**src/rtl/core/rscc_pkg.sv**
```systemverilog
// shared types and constants of the record stream continuity checker
package rscc_pkg;

  localparam int unsigned SEQ_W     = 32;
  localparam int unsigned IDX_W     = 64;
  localparam int unsigned CFG_IDX_W = 8;
  localparam int unsigned CNT_NUM   = 9;
  localparam int unsigned CNT_IDX_W = 4;

  localparam logic [SEQ_W-1:0] HALF_RANGE = 32'h8000_0000;

  localparam logic [CFG_IDX_W-1:0] CFG_IDX_GEN  = 8'd0;
  localparam logic [CFG_IDX_W-1:0] CFG_IDX_RATE = 8'd1;

  // counter slots: gap counters first, then event counters
  localparam logic [CNT_IDX_W-1:0] CNT_GAP_BASIC   = 4'd0;
  localparam logic [CNT_IDX_W-1:0] CNT_GAP_AGG     = 4'd1;
  localparam logic [CNT_IDX_W-1:0] CNT_GAP_TENMIN  = 4'd2;
  localparam logic [CNT_IDX_W-1:0] CNT_GAP_TWOHOUR = 4'd3;
  localparam logic [CNT_IDX_W-1:0] CNT_INVALID     = 4'd4;
  localparam logic [CNT_IDX_W-1:0] CNT_ACCEPTED    = 4'd5;
  localparam logic [CNT_IDX_W-1:0] CNT_SINGLE      = 4'd6;
  localparam logic [CNT_IDX_W-1:0] CNT_PQ_RECORD   = 4'd7;
  localparam logic [CNT_IDX_W-1:0] CNT_PQ_EVENT    = 4'd8;
  localparam int unsigned          CNT_NUM_GAP     = 4;

  typedef enum logic [1:0] {
    OP_RECORD     = 2'd0,
    OP_CLEAR_BASE = 2'd1,
    OP_NEW_EPOCH  = 2'd2
  } op_e;

  typedef enum logic [2:0] {
    KIND_BASIC      = 3'd0,
    KIND_AGGREGATE  = 3'd1,
    KIND_TEN_MINUTE = 3'd2,
    KIND_TWO_HOUR   = 3'd3,
    KIND_SIBLING    = 3'd4,
    KIND_SINGLE     = 3'd5,
    KIND_PQ_EVENT   = 3'd6,
    KIND_OTHER      = 3'd7
  } kind_e;

  typedef enum logic [2:0] {
    VERDICT_ACCEPTED   = 3'd0,
    VERDICT_BAD_HEADER = 3'd1,
    VERDICT_GEN_MISM   = 3'd2,
    VERDICT_RATE_MISM  = 3'd3,
    VERDICT_STALE      = 3'd4,
    VERDICT_DECODE_REJ = 3'd5,
    VERDICT_CONTROL    = 3'd6
  } verdict_e;

  typedef struct packed {
    logic [1:0]       opcode;
    logic [2:0]       rec_kind;
    logic             hdr_ok;
    logic [31:0]      generation;
    logic [31:0]      sample_rate;
    logic [SEQ_W-1:0] sequence_req;
    logic [SEQ_W-1:0] agg_seq_num;
    logic [IDX_W-1:0] first_idx;
    logic [31:0]      blk_samples;
    logic             decode_ok;
    logic             evt_begin;
  } rec_item_t;

  typedef struct packed {
    verdict_e    verdict;
    logic [30:0] missing_records;
    logic        sample_range_gap;
    logic [31:0] basic_gap_total;
    logic [31:0] aggregate_gap_total;
    logic [31:0] ten_minute_gap_total;
    logic [31:0] two_hour_gap_total;
    logic [31:0] invalid_total;
    logic [31:0] accepted_total;
    logic [31:0] single_cycle_total;
    logic [31:0] pq_record_total;
    logic [31:0] pq_event_total;
  } res_item_t;

  // outcome of one serial-arithmetic compare
  typedef struct packed {
    logic gap;
    logic stale;
  } seq_status_t;

  // per-counter command for one transfer
  typedef struct packed {
    logic        clr;
    logic        add;
    logic [31:0] amount;
  } ctr_ctl_t;

endpackage

```
**src/rtl/core/rscc_sat_ctr.sv**
```systemverilog
// saturating counter with clear, reporting its next value clamped to 32 bits
module rscc_sat_ctr
  import rscc_pkg::*;
#(
  parameter int unsigned COUNTER_WIDTH = 32
) (
  input  logic        clk_i,
  input  logic        rst_ni,
  input  logic        en_i,
  input  ctr_ctl_t    ctl_i,
  output logic [31:0] value_o
);

  localparam logic [64:0] CMAX = (65'd1 << COUNTER_WIDTH) - 65'd1;

  logic [COUNTER_WIDTH-1:0] cnt_q, cnt_d;
  logic [64:0]              sum;
  logic [63:0]              ext;

  assign sum = 65'(cnt_q) + 65'(ctl_i.amount);

  always_comb begin
    cnt_d = cnt_q;
    if (en_i) begin
      if (ctl_i.clr) begin
        cnt_d = '0;
      end else if (ctl_i.add) begin
        cnt_d = (sum > CMAX) ? CMAX[COUNTER_WIDTH-1:0] : sum[COUNTER_WIDTH-1:0];
      end
    end
  end

  assign ext     = 64'(cnt_d);
  assign value_o = (ext[63:32] != '0) ? '1 : ext[31:0];

  always_ff @(posedge clk_i or negedge rst_ni) begin
    if (!rst_ni) begin
      cnt_q <= '0;
    end else begin
      cnt_q <= cnt_d;
    end
  end

endmodule

```
**config.mk**
```make
export PLATFORM = sky130hd
export DESIGN_NAME = rscc_sat_ctr
export DESIGN_NICKNAME = d
export VERILOG_FILES = /design/src/rtl/core/rscc_pkg.sv /design/src/rtl/core/rscc_sat_ctr.sv
export SDC_FILE = /design/constraint.sdc
export NUM_CORES = 1
export LEC_CHECK = 0
export ABC_AREA = 1
export BUFFER_PORTS_ARGS = -buffer_cell sky130_fd_sc_hd__buf_2
export CAP_MARGIN = 40
export CORE_MARGIN = 4
export CORE_UTILIZATION = 45
export CTS_CLUSTER_DIAMETER = 50
export CTS_CLUSTER_SIZE = 20
export DETAILED_ROUTE_END_ITERATION = 10
export PLACE_DENSITY_LB_ADDON = 0.08
export REMOVE_ABC_BUFFERS = 1
export SYNTH_ARGS = -nofsm -noshare
export SYNTH_HDL_FRONTEND = slang
export SYNTH_SLANG_ARGS = --single-unit
```
**constraint.sdc**
```tcl
create_clock -name clk_i -period 7.03 [get_ports clk_i]
set_clock_uncertainty 0.1 [all_clocks]
set_input_delay 0.703 -clock clk_i [delete_from_list [all_inputs] [get_ports clk_i]]
set_output_delay 0.703 -clock clk_i [all_outputs]
set_load 0.02 [all_outputs]
```
==> out/qor.csv <==
metric,value,unit
PwrDens,207,mW/mm^2
CP max stage delay,0.38,ns
Die W,104,um
GP Congestion,0.887,
proportion of layout cells with a drive suffix above 1,13.6,%
nets@finish,875,
share of the synthesized area in the top cell type,27.4,%
die area,0.0108,sq mm
ant diodes,0,
Final Non-Filler Cells,914,
CTS root buf,clkbuf_8,
worst reg2reg endpoint,cnt_q[9],
"commonest non-fill, non-tap cell in the layout",nand2_1,
post-synthesis cell type count,34,
CP max FO,13,
#FFs+latches synth,32,
fin crit period,3.83,ns
Hold Buf Count CTS,0,
vias in the first global route,4101,
Crit Path Class,in -> out,
most frequent cells in the layout,"nand2_1, inv_1, nor2_1",
Clock Pin Slew Worst Setup and Hold Paths,0.08,ns
area growth from synthesis to final layout,12.6,%
WP data required,6.23,ns
Reg power frac,24.3,%
Pre-antenna DRT Iters,6,
clk_lat worst skew,0.30,ns
CP startpoint kind,primary input,
area of the core,0.00885,sq mm
Slowest cell on crit path,fa_1,
dpl cells,906,
Logic pwr share,59.1,%
Peak VDD IR,0.0948,mV
Net Sw Frac,50.0,%
Tcrit/Tclk final,54.6,%
crit path DAT,3.03,ns
via/cell ratio,4.86,
Starting Density,46.7,%
flop-to-flop setup slack,4.43,ns
Overall Power,0.000964,W
WP buf/inv,4,
Most Frequent Cell on Critical Path,nand2_2,
initial antenna violation count,0,
Worst-Margin Slew,0.808,ns
Largest regs,cnt_q x32,
crit-path cells,"buf_2, ha_1, inv_1, fa_1, inv_1, nand2_1, nand2_1, nand3_1, nand2_2, nand2_2, nand2_4, nand3_1, nand2_2, nor2_1, o21ai_0, buf_2",
setup repair after global routing missed its margin,no,
R2R depth,14,
max reg flops,32,
clock tree buffer depth,2,
CTS H-Tree Depth,2,
Critical Path Source,ctl_i[0],
slew margin rel.,46.1,%
CP endpoint kind,output pin,
outcome,completed,
setup tns final,0,ns
drc violations,0,
Highest Clock Rate,261,MHz
Leakage Power,2.98,nW
Crit path max-delay family,simple AND/OR/NAND/NOR gates,
CTS Buf Count,5,
largest net degree at the start of global routing,44,
Post-CTS Resized,0,
global-route wire length before repair,19700,um
final hold viol count,0,
sequential-to-total area share from yosys stat,19.4,%
Yosys warning total,0,
post-synth top area cell,nand2_1,
Worst Hold Class,in -> async,
total track usage,22.3,%
syn_area_per_cell,5.59,sq um
fin. max-slew vios,0,
Mapped Area,0.00414,sq mm
NetSw,0.000482,W
Post-CTS Repair Setup Buffers,0,
DR iter-0 viols,233,
I/O Buffers,68,
internal power,0.000482,W
"Most flops, register",cnt_q,
GRT overflow,0,
die height,104,um
crit path capture,value_o[9],
DP HPWL,9680,um
DR vias,4443,
number of placed I/O pins,69,
Clock Sinks,32,
FF-to-FF Start,cnt_q[0],
Max-Cap Viols,0,
Synth Instances,740,
largest cells by area after synthesis,"nand2_1, dfrtp_1, inv_1",
drt wl/cell,13.2,um
CTS tree,built,
final wirelength,12000,um
stages on the worst setup path,16,
post-route ant nets,0,
row cnt,34,
final setup vio count,0,
clock power share,16.6,%
## cells by family (layout without fill, tap and decap cells)
| logic type | after synthesis | count (layout) | synth area share (%) |
|---|---|---|---|
| adder cells (fa/ha/maj) | 33 | 33 | 10.2 |
| XOR/XNOR | 10 | 10 | 2.12 |
| buffers and inverters | 146 | 212 | 13.9 |
| flip-flops | 32 | 32 | 19.4 |
| AND/OR/NAND/NOR | 461 | 461 | 46.9 |
| AO/OA/AOI/OAI | 58 | 58 | 7.56 |
## how the worst min path moves through the flow
stage	to	slack [ns]	depth (start not counted)	start
2_1_floorplan	cnt_q[0]	0.31	0	rst_ni
3_3_place_gp	cnt_q[31]	0.40	2	cnt_q[31]
3_5_place_dp	cnt_q[31]	0.41	2	cnt_q[31]
4_1_cts	cnt_q[7]	0.42	1	rst_ni
5_1_grt	cnt_q[7]	0.46	1	rst_ni
6_report	cnt_q[10]	0.39	1	rst_ni
## synthesized netlist by cell type (all sizes together)
cell	n
and3	2
o21bai	2
clkbuf	9
inv	133
a21o	1
nor3	5
buf	3
nor2	82
and2	2
or2	1
o21ai	31
xnor2	8
nand2	315
dfrtp	32
nand4	3
ha	32
xor2	2
nand3	51
clkinv	1
a211oi	1
a21oi	23
fa	1
## cell type report
cell class	instances	area, sq um
clock buffers	6	82.6
clock inverters	2	10.0
fillers	947	4190
inverters	134	503
multi-input cells	562	2760
flip-flops and latches	32	801
well taps	108	135
repair buffers	70	363
## power by group through the flow
stage               registers, W  clock network (W)  logic, W
global route            0.000239           0.000176  0.000643
CTS                     0.000235           0.000167  0.000569
finish                  0.000235           0.000160  0.000569
detailed placement      0.000237                  0  0.000566
global placement        0.000236                  0  0.000560
floorplan               0.000232                  0  0.000418
## metrics by stage
stage          setup WS (ns)  util, %  cell area, sq um  hold WS (ns)
3_3_place_gp            2.50     51.3              4540         0.404
4_1_cts                 3.21     52.6              4660         0.416
5_1_grt                 2.99     52.6              4660         0.457
2_1_floorplan           3.58        -              4070         0.307
6_report                3.20     52.6              4660         0.394
3_5_place_dp            3.22     51.6              4560         0.412
## routing by layer
layer  global-route usage [%]  wire (um)
met1                     32.6       6050
met2                     34.4       5050
met3                     3.60        771
met4                     5.03        151
met5                        0          0
(Power assumes the default switching activity.)
